## src/rtl/yrbsl_pkg.sv

```systemverilog
// Shared types, register codes and arithmetic helpers for the bright spot locator.
`timescale 1ns / 1ps
`default_nettype none

package yrbsl_pkg;

  // Configuration register indexes.
  localparam logic [2:0] CFG_IMAGE_WIDTH      = 3'd0;
  localparam logic [2:0] CFG_BRIGHT_THRESHOLD = 3'd1;
  localparam logic [2:0] CFG_BACK_ROW_LIMIT   = 3'd2;
  localparam logic [2:0] CFG_LEFT_COL_LIMIT   = 3'd3;
  localparam logic [2:0] CFG_RIGHT_COL_LIMIT  = 3'd4;

  // Reset values of the configuration registers.
  localparam logic [11:0] RST_IMAGE_WIDTH      = 12'd640;
  localparam logic [7:0]  RST_BRIGHT_THRESHOLD = 8'd230;
  localparam logic [10:0] RST_BACK_ROW_LIMIT   = 11'd120;
  localparam logic [10:0] RST_LEFT_COL_LIMIT   = 11'd160;
  localparam logic [10:0] RST_RIGHT_COL_LIMIT  = 11'd480;

  // Steering directions.
  localparam logic [1:0] DIR_BACK    = 2'd0;
  localparam logic [1:0] DIR_LEFT    = 2'd1;
  localparam logic [1:0] DIR_RIGHT   = 2'd2;
  localparam logic [1:0] DIR_FORWARD = 2'd3;

  localparam int SUM_W = 20;

  typedef struct packed {
    logic [7:0] red;
    logic [7:0] green;
    logic [7:0] blue;
  } pix_t;

  typedef struct packed {
    logic        valid;
    logic [10:0] column;
    logic [10:0] row;
    logic [1:0]  direction;
  } hit_t;

  // Drop the rounding fraction and clamp to 0..255.
  function automatic logic [7:0] clamp_ch(input logic signed [SUM_W-1:0] s);
    logic [7:0] v;
    if (s[SUM_W-1]) begin
      v = 8'd0;
    end else if (|s[SUM_W-2:16]) begin
      v = 8'd255;
    end else begin
      v = s[15:8];
    end
    return v;
  endfunction

endpackage

`default_nettype wire

```

## src/rtl/yrbsl_convert.sv

```systemverilog
// One pixel of BT.601 YUV to RGB conversion with clamping and the bright test.
`timescale 1ns / 1ps
`default_nettype none

module yrbsl_convert (
  input  wire logic [7:0]   luma,
  input  wire logic [7:0]   blue_diff,
  input  wire logic [7:0]   red_diff,
  input  wire logic [7:0]   threshold,
  output yrbsl_pkg::pix_t   pix,
  output logic              bright
);
  import yrbsl_pkg::*;

  logic signed [SUM_W-1:0] c_s, d_s, e_s;
  logic signed [SUM_W-1:0] luma_term;
  logic signed [SUM_W-1:0] sum_r, sum_g, sum_b;

  always_comb begin
    c_s = $signed({12'd0, luma}) - 20'sd16;
    d_s = $signed({12'd0, blue_diff}) - 20'sd128;
    e_s = $signed({12'd0, red_diff}) - 20'sd128;
    luma_term = 20'sd298 * c_s + 20'sd128;
    sum_r = luma_term + 20'sd409 * e_s;
    sum_g = luma_term - 20'sd100 * d_s - 20'sd208 * e_s;
    sum_b = luma_term + 20'sd516 * d_s;
    pix.red   = clamp_ch(sum_r);
    pix.green = clamp_ch(sum_g);
    pix.blue  = clamp_ch(sum_b);
    bright = (pix.red >= threshold) && (pix.green >= threshold) &&
             (pix.blue >= threshold);
  end

endmodule

`default_nettype wire

```

## src/rtl/yrbsl_locator.sv

```systemverilog
// Column and row tracking, first-hit detection and steering direction.
`timescale 1ns / 1ps
`default_nettype none

module yrbsl_locator (
  input  wire logic                clk,
  input  wire logic                rst_n,
  input  wire logic                advance,
  input  wire logic                frame_start,
  input  wire logic                bright_any,
  input  wire logic [11:0]         image_width,
  input  wire logic [10:0]         back_row_limit,
  input  wire logic [10:0]         left_col_limit,
  input  wire logic [10:0]         right_col_limit,
  output yrbsl_pkg::hit_t          hit
);
  import yrbsl_pkg::*;

  logic [10:0] column_r, column_nxt;
  logic [10:0] row_r, row_nxt;
  logic        seen_r, seen_nxt;

  logic [10:0] col_cur, row_cur;
  logic        seen_cur;
  logic [11:0] col_step;

  always_comb begin
    // A frame start clears the position before this beat is placed.
    col_cur  = frame_start ? 11'd0 : column_r;
    row_cur  = frame_start ? 11'd0 : row_r;
    seen_cur = frame_start ? 1'b0 : seen_r;

    hit = '0;
    if (bright_any && !seen_cur) begin
      hit.valid  = 1'b1;
      hit.column = col_cur;
      hit.row    = row_cur;
      priority if (row_cur <= back_row_limit) begin
        hit.direction = DIR_BACK;
      end else if (col_cur <= left_col_limit) begin
        hit.direction = DIR_LEFT;
      end else if (col_cur >= right_col_limit) begin
        hit.direction = DIR_RIGHT;
      end else begin
        hit.direction = DIR_FORWARD;
      end
    end

    seen_nxt = seen_cur | hit.valid;
    col_step = {1'b0, col_cur} + 12'd2;
    if (col_step >= image_width || col_step[11]) begin
      column_nxt = 11'd0;
      row_nxt    = row_cur + 11'd1;
    end else begin
      column_nxt = col_step[10:0];
      row_nxt    = row_cur;
    end
  end

  always_ff @(posedge clk) begin
    if (!rst_n) begin
      column_r <= 11'd0;
      row_r    <= 11'd0;
      seen_r   <= 1'b0;
    end else if (advance) begin
      column_r <= column_nxt;
      row_r    <= row_nxt;
      seen_r   <= seen_nxt;
    end
  end

endmodule

`default_nettype wire

```

## src/rtl/yuyv_rgb_bright_spot_locator.sv

```systemverilog
// Top level: YUYV to RGB conversion with bright spot location and steering.
//
// The input channel carries one YUYV macropixel per beat (two lumas, shared
// U and V, plus a frame start flag). The output channel returns one beat per
// input beat: both RGB pixels, clamped to 0..255, and a hit report that is
// set only on the first beat of a frame holding a bright pixel.
// Both channels use valid and stall; a beat moves when valid is high and
// stall is low. The configuration port is a plain write port, to be used
// only while no beat is in flight.
// Path: one input register, then the conversion and position logic, then the
// output register, whose valid flag is out_valid; a stalled output holds a
// beat in the input register. Throughput is one beat per cycle while out_stall
// is low; the path is one constant-multiply sum and a clamp per channel.
// When out_stall is high and out_valid is set, the output register holds; the
// input register still takes one more beat if it is empty, then in_stall rises.
// Reset clears both valid flags, the column, row and hit flag, and loads the
// configuration registers with their default values.
`timescale 1ns / 1ps
`default_nettype none

module yuyv_rgb_bright_spot_locator (
  input  wire logic        clk,
  input  wire logic        rst_n,
  // Configuration write port.
  input  wire logic        cfg_we,
  input  wire logic [2:0]  cfg_index,
  input  wire logic [11:0] cfg_data,
  // Input channel.
  input  wire logic        in_valid,
  output logic             in_stall,
  input  wire logic [7:0]  in_first_luma,
  input  wire logic [7:0]  in_blue_diff,
  input  wire logic [7:0]  in_second_luma,
  input  wire logic [7:0]  in_red_diff,
  input  wire logic        in_frame_start,
  // Output channel.
  output logic             out_valid,
  input  wire logic        out_stall,
  output logic [7:0]       out_red_even,
  output logic [7:0]       out_green_even,
  output logic [7:0]       out_blue_even,
  output logic [7:0]       out_red_odd,
  output logic [7:0]       out_green_odd,
  output logic [7:0]       out_blue_odd,
  output logic             out_hit_valid,
  output logic [10:0]      out_hit_column,
  output logic [10:0]      out_hit_row,
  output logic [1:0]       out_direction
);
  import yrbsl_pkg::*;

  // Configuration registers.
  logic [11:0] image_width_r;
  logic [7:0]  bright_threshold_r;
  logic [10:0] back_row_limit_r;
  logic [10:0] left_col_limit_r;
  logic [10:0] right_col_limit_r;

  always_ff @(posedge clk) begin
    if (!rst_n) begin
      image_width_r      <= RST_IMAGE_WIDTH;
      bright_threshold_r <= RST_BRIGHT_THRESHOLD;
      back_row_limit_r   <= RST_BACK_ROW_LIMIT;
      left_col_limit_r   <= RST_LEFT_COL_LIMIT;
      right_col_limit_r  <= RST_RIGHT_COL_LIMIT;
    end else if (cfg_we) begin
      unique case (cfg_index)
        CFG_IMAGE_WIDTH:      image_width_r      <= cfg_data;
        CFG_BRIGHT_THRESHOLD: bright_threshold_r <= cfg_data[7:0];
        CFG_BACK_ROW_LIMIT:   back_row_limit_r   <= cfg_data[10:0];
        CFG_LEFT_COL_LIMIT:   left_col_limit_r   <= cfg_data[10:0];
        CFG_RIGHT_COL_LIMIT:  right_col_limit_r  <= cfg_data[10:0];
        default: ;
      endcase
    end
  end

  // Input register stage.
  logic       s1_valid_r;
  logic [7:0] s1_y0_r, s1_u_r, s1_y1_r, s1_v_r;
  logic       s1_fs_r;
  logic       out_valid_r;
  logic       advance;
  logic       in_take;

  // The input stage moves forward unless the output register holds a beat
  // that the receiver is stalling.
  assign advance  = s1_valid_r && !(out_valid_r && out_stall);
  assign in_stall = s1_valid_r && !advance;
  assign in_take  = in_valid && !in_stall;

  always_ff @(posedge clk) begin
    if (!rst_n) begin
      s1_valid_r <= 1'b0;
    end else if (in_take) begin
      s1_valid_r <= 1'b1;
    end else if (advance) begin
      s1_valid_r <= 1'b0;
    end
  end

  always_ff @(posedge clk) begin
    if (in_take) begin
      s1_y0_r <= in_first_luma;
      s1_u_r  <= in_blue_diff;
      s1_y1_r <= in_second_luma;
      s1_v_r  <= in_red_diff;
      s1_fs_r <= in_frame_start;
    end
  end

  // Conversion of the two pixels of the macropixel.
  pix_t pix_even, pix_odd;
  logic bright_even, bright_odd;
  hit_t hit;

  yrbsl_convert u_conv_even (
    .luma      (s1_y0_r),
    .blue_diff (s1_u_r),
    .red_diff  (s1_v_r),
    .threshold (bright_threshold_r),
    .pix       (pix_even),
    .bright    (bright_even)
  );

  yrbsl_convert u_conv_odd (
    .luma      (s1_y1_r),
    .blue_diff (s1_u_r),
    .red_diff  (s1_v_r),
    .threshold (bright_threshold_r),
    .pix       (pix_odd),
    .bright    (bright_odd)
  );

  yrbsl_locator u_locator (
    .clk             (clk),
    .rst_n           (rst_n),
    .advance         (advance),
    .frame_start     (s1_fs_r),
    .bright_any      (bright_even || bright_odd),
    .image_width     (image_width_r),
    .back_row_limit  (back_row_limit_r),
    .left_col_limit  (left_col_limit_r),
    .right_col_limit (right_col_limit_r),
    .hit             (hit)
  );

  // Output register.
  pix_t out_even_r, out_odd_r;
  hit_t out_hit_r;
  logic out_valid_nxt;

  always_comb begin
    if (advance) begin
      out_valid_nxt = 1'b1;
    end else if (!out_stall) begin
      out_valid_nxt = 1'b0;
    end else begin
      out_valid_nxt = out_valid_r;
    end
  end

  always_ff @(posedge clk) begin
    if (!rst_n) begin
      out_valid_r <= 1'b0;
    end else begin
      out_valid_r <= out_valid_nxt;
    end
  end

  always_ff @(posedge clk) begin
    if (advance) begin
      out_even_r <= pix_even;
      out_odd_r  <= pix_odd;
      out_hit_r  <= hit;
    end
  end

  assign out_valid      = out_valid_r;
  assign out_red_even   = out_even_r.red;
  assign out_green_even = out_even_r.green;
  assign out_blue_even  = out_even_r.blue;
  assign out_red_odd    = out_odd_r.red;
  assign out_green_odd  = out_odd_r.green;
  assign out_blue_odd   = out_odd_r.blue;
  assign out_hit_valid  = out_hit_r.valid;
  assign out_hit_column = out_hit_r.column;
  assign out_hit_row    = out_hit_r.row;
  assign out_direction  = out_hit_r.direction;

endmodule

`default_nettype wire
```

## config.mk

```make
export PLATFORM = sky130hd
export DESIGN_NAME = yuyv_rgb_bright_spot_locator
export DESIGN_NICKNAME = d
export VERILOG_FILES = /design/src/rtl/yrbsl_pkg.sv /design/src/rtl/yrbsl_convert.sv /design/src/rtl/yrbsl_locator.sv /design/src/rtl/yuyv_rgb_bright_spot_locator.sv
export SDC_FILE = /design/constraint.sdc
export NUM_CORES = 1
export LEC_CHECK = 0
export ABC_CLOCK_PERIOD_IN_PS = 23200
export BUFFER_PORTS_ARGS = -buffer_cell sky130_fd_sc_hd__buf_2
export CAP_MARGIN = 30
export CELL_PAD_IN_SITES_DETAIL_PLACEMENT = 1
export CELL_PAD_IN_SITES_GLOBAL_PLACEMENT = 2
export CORE_ASPECT_RATIO = 0.8
export CORE_MARGIN = 2
export CORE_UTILIZATION = 44
export CTS_CLUSTER_SIZE = 16
export DETAILED_ROUTE_END_ITERATION = 10
export PLACE_DENSITY = 0.84
export SLEW_MARGIN = 15
export SYNTH_ARGS = -nofsm -noshare
export SYNTH_HDL_FRONTEND = slang
export SYNTH_HIERARCHICAL = 1
export SYNTH_SLANG_ARGS = --single-unit
```

## constraint.sdc

```tcl
create_clock -name clk -period 23.2 [get_ports clk]
set_clock_uncertainty 0.1 [all_clocks]
set_input_delay 1.16 -clock clk [delete_from_list [all_inputs] [get_ports clk]]
set_output_delay 1.16 -clock clk [all_outputs]
set_load 0.01 [all_outputs]
```

==> Flow_metrics.wiki, run 1 <==
{| class="wikitable"
! Metric !! Value
|-
| Area of the die || 56000 um2
|-
| Adder-cell share of the synthesized area || 0.376
|-
| Post-detailed-routing wire length || 67800 um
|-
| Tmin final || 11660 ps
|-
| Number of vias per cell after detailed routing || 5.44
|-
| Run status || finished, final reports clean
|-
| Cell types with the largest area share after synthesis || ha_1, edfxtp_1, fa_1
|-
| XOR/XNOR Fraction of Synth Area || 0.0612
|-
| Sequential area share after synthesis || 0.199
|-
| Simple logic cell fraction of the synthesized area || 0.123
|-
| Number of hold-repair buffers added at the cts stage || 0
|-
| Number of gates given a new drive strength after cts || 0
|-
| Type of the tightest min-delay check || flop to flop
|-
| Length of the first detailed-routing pass in iterations || 5
|-
| I/O pin count || 128
|-
| Final Max Tran Viols || 0
|-
| Last weighted congestion value of the routability-driven placer || 0.862
|-
| DRC violations left || 0
|-
| Global router's overall resource usage || 0.246
|-
| Core area || 53600 um2
|-
| Antenna violations before repair || 10
|-
| Cell type with the largest total area after synthesis || ha_1
|-
| Number of synthesized register bits || 184
|-
| Wire length of the first global-routing pass || 107000 um
|-
| Per-instance average area after synthesis || 9.48 um2
|-
| Largest net degree at the start of global routing || 69
|-
| Setup repair after global routing missed its margin || no
|-
| Net count of the mapped netlist || 3201
|-
| Number of violations reported at the end of detailed-routing iteration 0 || 953
|-
| Post-DRT Antenna Nets || 0
|-
| Cell chosen for the clock root || clkbuf_16
|-
| Number of clock sinks seen by CTS || 184
|-
| Number of vias after detailed routing || 18224
|-
| Setup Fix Bufs, Post-CTS || 0
|-
| Count of distinct cell types in the synthesized netlist || 118
|-
| TritonCTS clock tree || built
|-
| Final layout net count || 3322
|-
| Leading register cell type out of synthesis || edfxtp_1
|-
| Endpoints failing setup || 0
|-
| Initial core utilization || 0.444
|-
| Combined area of the multi-input logic cells || 17200 um2
|-
| Avg WL per Cell || 20.2 um
|-
| Compound-gate portion of the synthesized area || 0.134
|-
| Mux contribution to synthesized area || 0.0297
|-
| Sequential cell area in the final layout || 4740 um2
|-
| Required time reported for the critical path endpoint || 23350 ps
|-
| DP Wirelength || 57300 um
|-
| Kind of critical path || flop to flop
|-
| Layout filler cell count || 6207
|-
| Die span in y || 212 um
|-
| Data arrival time of the critical path || 11800 ps
|-
| Critical Path Slowest Stage Cell || or3b_1
|-
| Count of input and output buffers || 127
|-
| Fmax || 0.0858 GHz
|-
| Max H-tree Level || 4
|-
| Count of flip-flops with a built-in enable after synthesis || 106
|-
| Clock Tree Buf Depth || 2
|-
| Area grow syn2layout || 8.76%
|-
| Synth warn || 6
|-
| Width of the chip || 264 um
|-
| Largest stage delay on the critical path || 520 ps
|-
| Share of final-layout standard cells stronger than drive strength 1 || 0.0983
|-
| Total overflow reported by the global router || 0
|-
| Post-synth design cell area || 23800 um2
|-
| Most frequent cell after synthesis || ha_1
|-
| Share of the synthesized area in the top cell type || 0.271
|-
| Sum Neg Setup Slack || 0 ps
|-
| Largest family of logic cells by synthesized area || adder cells
|-
| Crit share post-route || 0.502
|-
| Total clock buffers created by CTS || 17
|-
| Site Rows || 76
|-
| CTS clock-pin slew for the worst setup and hold paths || 90 ps
|-
| Max-slew headroom || 0.340
|-
| Cell seen most often among critical-path stages || ha_1
|-
| Gate Count Post-Synth || 2510
|-
| Vias in the first global route || 19129
|-
| CP endpoint kind || flop
|-
| Critical-path maximum fanout || 11
|-
| Max capacitance violation total || 0
|-
| Critical Path Start Type || flop
|-
| Most common library cells after synthesis || ha_1, inv_1, nand2_1
|-
| Slew at the pin closest to its max-slew limit || 990 ps
|-
| Clock Latency Late Sink || 500 ps
|-
| Final-report hold violation count || 0
|-
| Async set-reset flop share out of synthesis || 0
|}
## stage by stage
stage,utilization,std cells,worst slack [ps],cell area [um2],hold slack [ps]
2_1_floorplan,-,2510,12760,23800,331
3_3_place_gp,0.470,3313,12030,25200,343
3_5_place_dp,0.471,3314,11570,25200,350
4_1_cts,0.482,3346,11500,25900,368
5_1_grt,0.482,3349,10870,25900,386
6_report,0.482,3350,11540,25900,365
## metal layers
metal / track usage / part of all wire
met2: 0.395 / 0.46
met3: 0.0284 / 0.029
met1: 0.348 / 0.49
met5: 0 / 0.00019
met4: 0.0701 / 0.021
## sequential cells by signal, indices dropped and copies added, names as in the netlist, 8 cells and up
name	cells
image_width_r	12
back_row_limit_r	11
left_col_limit_r	11
s1_v_r	8
out_hit_column	11
u_locator/column_r	11
out_blue_odd	8
s1_u_r	8
u_locator/row_r	11
s1_y0_r	8
out_hit_row	11
out_red_even	8
bright_threshold_r	8
out_red_odd	8
out_green_even	8
right_col_limit_r	11
out_green_odd	8
s1_y1_r	8
out_blue_even	8
## cell type report
class / instances / area share
antenna: 4 / 0.000387
tap: 702 / 0.0339
inverter: 438 / 0.0635
multi-input combinational: 1849 / 0.666
clock inverter: 15 / 0.00754
timing repair buffer: 141 / 0.0291
sequential: 184 / 0.183
clock buffer: 17 / 0.0164
## worst max-delay path, delay by kind of cell, from the launching register on
| kind | cells | cell delay [ps] |
|---|---|---|
| adders and majority gates | 11 | 4050 |
| AOI/OAI and AO/OA | 13 | 2730 |
| and+or+nand+nor | 12 | 2690 |
| buffers and inverters | 6 | 820 |
| xor gates and xnor gates | 2 | 600 |
| DFF | 1 | 400 |
## path summary, 6_finish.rpt
path | start | endpoint | slack, ps | cells after the start
worst min-delay path | left_col_limit_r[8] | left_col_limit_r[8] | 370 | 2
worst min register to register | left_col_limit_r[8] | left_col_limit_r[8] | 370 | 2
worst max-delay path | s1_y0_r[4] | out_hit_row[5] | 11540 | 44
worst max register to register | s1_y0_r[4] | out_hit_row[5] | 11540 | 44
## logic make-up (layout without fill, tap and decap cells)
group                      count (synthesis)  after routing
adders and majority gates                642            642
and+or+nand+nor                          533            533
buffers and inverters                    477            611
AOI/OAI and AO/OA                        446            446
DFF                                      184            184
xor gates and xnor gates                 158            158
muxes                                     70             70
other                                      0              4
## cell usage in the layout (no fill, tap or decap), drive strengths merged, types with 15 or more instances in the layout
master / count
nor3: 23
nand2b: 36
dfxtp: 78
clkbuf: 17
a21oi: 109
o21bai: 16
xor2: 60
ha: 516
and3: 15
o21ai: 69
nor2b: 71
nand4: 20
xnor2: 97
nand2: 139
fa: 122
nand3: 47
edfxtp: 106
or3: 17
buf: 141
nor2: 82
inv: 447
and2: 21
a21o: 57
mux2i: 69
o21a: 45
a31oi: 33
Power of run 1 is not shown: default switching activity piles up to over one toggle a cycle in this logic, so the estimate is an artifact.
==> inputs of run 2 (changes only) <==
ABC_AREA = 1   (was not set)
ABC_CLOCK_PERIOD_IN_PS = 9700   (was 23200)
CORE_UTILIZATION = 35   (was 44)
PLACE_DENSITY = 0.75   (was 0.84)
clock period = 9.7 ns   (was 23.2 ns; I/O delays follow)
==> Flow_metrics.wiki, run 2 <==
{| class="wikitable"
! Metric !! Value
|-
| Max H-tree Level || 4 (unchanged)
|-
| Final worst setup slack || 328 ps (was 11540 ps)
|-
| Endpoint of the worst hold path || s1_u_r[0] (was left_col_limit_r[8])
|-
| Die span in y || 241 um (was 212 um)
|-
| Tmin final || 9370 ps (was 11660 ps)
|-
| Count of flip-flops with a built-in enable after synthesis || 106 (unchanged)
|-
| Vias in the first global route || 22190 (was 19129)
|-
| Number of synthesized register bits || 184 (unchanged)
|-
| Count of input and output buffers || 127 (unchanged)
|-
| Antenna violations before repair || 1 (was 10)
|-
| Startpoint of the worst register-to-register path || s1_y0_r[4] (unchanged)
|-
| Area of the die || 72300 um2 (was 56000 um2)
|-
| Share of the synthesized area in the top cell type || 0.263 (was 0.271)
|-
| Length of the first detailed-routing pass in iterations || 5 (unchanged)
|-
| Number of flip-flops under the largest register name || 12 (unchanged)
|-
| Core area || 69200 um2 (was 53600 um2)
|-
| Total clock buffers created by CTS || 17 (unchanged)
|-
| Area grow syn2layout || 14.8% (was 8.76%)
|-
| Final Max Tran Viols || 0 (unchanged)
|-
| Slew at the pin closest to its max-slew limit || 947 ps (was 990 ps)
|-
| Number of vias after detailed routing || 20921 (was 18224)
|-
| FF-to-FF End || out_hit_row[3] (was out_hit_row[5])
|-
| Clock Tree Buf Depth || 2 (unchanged)
|-
| CTS clock-pin slew for the worst setup and hold paths || 80 ps (was 90 ps)
|-
| Largest stage delay on the critical path || 560 ps (was 520 ps)
|-
| Number of clock sinks seen by CTS || 184 (unchanged)
|-
| Sequential area share after synthesis || 0.193 (was 0.199)
|-
| Final Core Density || 0.407 (was 0.482)
|-
| Initial core utilization || 0.355 (was 0.444)
|-
| Post-synth design cell area || 24500 um2 (was 23800 um2)
|-
| Net count of the mapped netlist || 3820 (was 3201)
|-
| Last weighted congestion value of the routability-driven placer || 0.856 (was 0.862)
|-
| Kind of critical path || flop to flop (unchanged)
|-
| Leading register cell type out of synthesis || edfxtp_1 (unchanged)
|-
| Final-report hold violation count || 0 (unchanged)
|-
| DP Wirelength || 65800 um (was 57300 um)
|-
| Largest net degree at the start of global routing || 60 (was 69)
|-
| Number of hold-repair buffers added at the cts stage || 0 (unchanged)
|-
| R2R depth || 49 (was 44)
|-
| Layout filler cell count || 8406 (was 6207)
|-
| Max capacitance violation total || 0 (unchanged)
|-
| Post-DRT Antenna Nets || 0 (unchanged)
|-
| Width of the chip || 300 um (was 264 um)
|-
| DRC violations left || 0 (unchanged)
|-
| Critical-path maximum fanout || 5 (was 11)
|-
| Count of distinct cell types in the synthesized netlist || 55 (was 118)
|-
| Clock Latency Late Sink || 490 ps (was 500 ps)
|-
| Post-route design area || 28200 um2 (was 25900 um2)
|-
| Global router's overall resource usage || 0.220 (was 0.246)
|-
| Number of vias per cell after detailed routing || 4.91 (was 5.44)
|-
| Most frequent cell after synthesis || inv_1 (was ha_1)
|-
| Register with the most flip-flops || image_width_r (unchanged)
|-
| Cell type with the largest total area after synthesis || ha_1 (unchanged)
|-
| Avg WL per Cell || 18.4 um (was 20.2 um)
|-
| TritonCTS clock tree || built (unchanged)
|-
| Critical Path Start Type || flop (unchanged)
|-
| Total overflow reported by the global router || 0 (unchanged)
|-
| Source of the worst hold timing path || in_blue_diff[0] (was left_col_limit_r[8])
|-
| Endpoints failing setup || 0 (unchanged)
|-
| Number of violations reported at the end of detailed-routing iteration 0 || 819 (was 953)
|-
| Buffers & Inverters on Critical Path || 16 (was 6)
|-
| I/O pin count || 128 (unchanged)
|-
| Antenna diode instance count || 0 (was 4)
|-
| Required time reported for the critical path endpoint || 9830 ps (was 23350 ps)
|-
| Most common cell after layout, fill and taps aside || inv_1 (was ha_1)
|-
| Max-slew headroom || 0.367 (was 0.340)
|-
| Final layout net count || 4014 (was 3322)
|-
| Per-instance average area after synthesis || 7.85 um2 (was 9.48 um2)
|-
| Share of final-layout standard cells stronger than drive strength 1 || 0.142 (was 0.0983)
|-
| Type of the tightest min-delay check || input pin to flop (was flop to flop)
|-
| Commonest non-fill, non-tap cells in the layout || inv_1, nand2_1, ha_1, nor2_1, nand3_1 (was ha_1, inv_1, nand2_1, buf_2, fa_1)
|-
| Most common library cells after synthesis || inv_1, ha_1, nand2_1 (was ha_1, inv_1, nand2_1)
|-
| Minimum setup slack after placement || -253 ps (was 11570 ps)
|-
| Crit share post-route || 0.966 (was 0.502)
|-
| Data arrival time of the critical path || 9500 ps (was 11800 ps)
|-
| Fmax || 0.107 GHz (was 0.0858 GHz)
|-
| Post-detailed-routing wire length || 78400 um (was 67800 um)
|-
| Critical Path Slowest Stage Cell || fa_1 (was or3b_1)
|-
| Run status || finished, final reports clean (unchanged)
|-
| Register-to-register setup slack || 330 ps (was 11540 ps)
|-
| Placed standard-cell area || 26500 um2 (was 25200 um2)
|-
| Cell types with the largest area share after synthesis || ha_1, edfxtp_1, inv_1 (was ha_1, edfxtp_1, fa_1)
|-
| Wire length of the first global-routing pass || 123000 um (was 107000 um)
|-
| Gate Count Post-Synth || 3129 (was 2510)
|-
| Final worst hold slack || 63.2 ps (was 365 ps)
|-
| Async set-reset flop share out of synthesis || 0 (unchanged)
|-
| Family with the most delay on the worst path || adder cells (unchanged)
|-
| CP endpoint kind || flop (unchanged)
|-
| Cell chosen for the clock root || clkbuf_16 (unchanged)
|-
| Synth warn || 6 (unchanged)
|-
| Site Rows || 86 (was 76)
|-
| Depth of the worst hold-timing path || 1 (was 2)
|}
## run 2: cell types whose count changed after synthesis, moves of 68 or more
cell / before / now
nand3_1: 45 / 165
inv_1: 436 / 655
nor2_1: 82 / 323
mux2i_1: 68 / 0
nor2b_1: 71 / 0
nand2_1: 138 / 499
## run 2: repair_timing
item,4_1_cts,5_1_grt
gates cloned,1,1
setup endpoints to repair,24,26
pin swaps,10,59
endpoints found under the hold margin,0,0
resized for setup,27,137
setup buffers,5,26
## run 2: final cells by class
cell class                 count  area (um2)  area share
sequential                   184        4740       0.168
clock buffer                  18         429      0.0152
timing repair buffer         201        1250      0.0445
multi-input combinational   2246       17900       0.637
clock inverter                14         124     0.00440
tap                          924        1160      0.0410
inverter                     673        2530      0.0897
## run 2: logic make-up after synthesis
group / Yosys count / synth area share
XOR/XNOR: 140 / 0.0524
buffers and inverters: 699 / 0.109
AND/OR/NAND/NOR: 1156 / 0.210
adder cells (fa/ha/maj): 638 / 0.363
flip-flops: 184 / 0.193
AO/OA/AOI/OAI: 312 / 0.0731
## run 2: routing by layer
| metal | up-vias | wire [um] | global-route usage |
|---|---|---|---|
| li1 | 10403 | - | - |
| met1 | 10205 | 39700 | 0.316 |
| met2 | 268 | 35200 | 0.357 |
| met3 | 45 | 2600 | 0.0272 |
| met4 | 0 | 926 | 0.0426 |
| met5 | - | 0 | 0 |
## run 2: worst max-delay path by stage
stage	startpoint	to	slack, ps	depth (start not counted)
floorplan	s1_y1_r[4]	out_hit_row[10]	440	47
global placement	s1_y0_r[4]	out_hit_column[0]	90	50
detailed placement	s1_y1_r[5]	out_hit_row[10]	-250	50
CTS	s1_y1_r[5]	out_hit_column[4]	7	54
global route	s1_y0_r[4]	out_hit_row[3]	-110	49
finish	s1_y0_r[4]	out_hit_row[3]	330	49
## run 2: through the flow
| stage | instances | TNS, ps |
|---|---|---|
| after global placement | 4194 | 0 |
| after detailed placement | 4195 | -3210 |
| final | 4260 | 0 |
| after floorplan | 3129 | 0 |
| after global routing | 4260 | -1730 |
| after CTS | 4233 | 0 |
Power of run 2 is left out for the same reason.
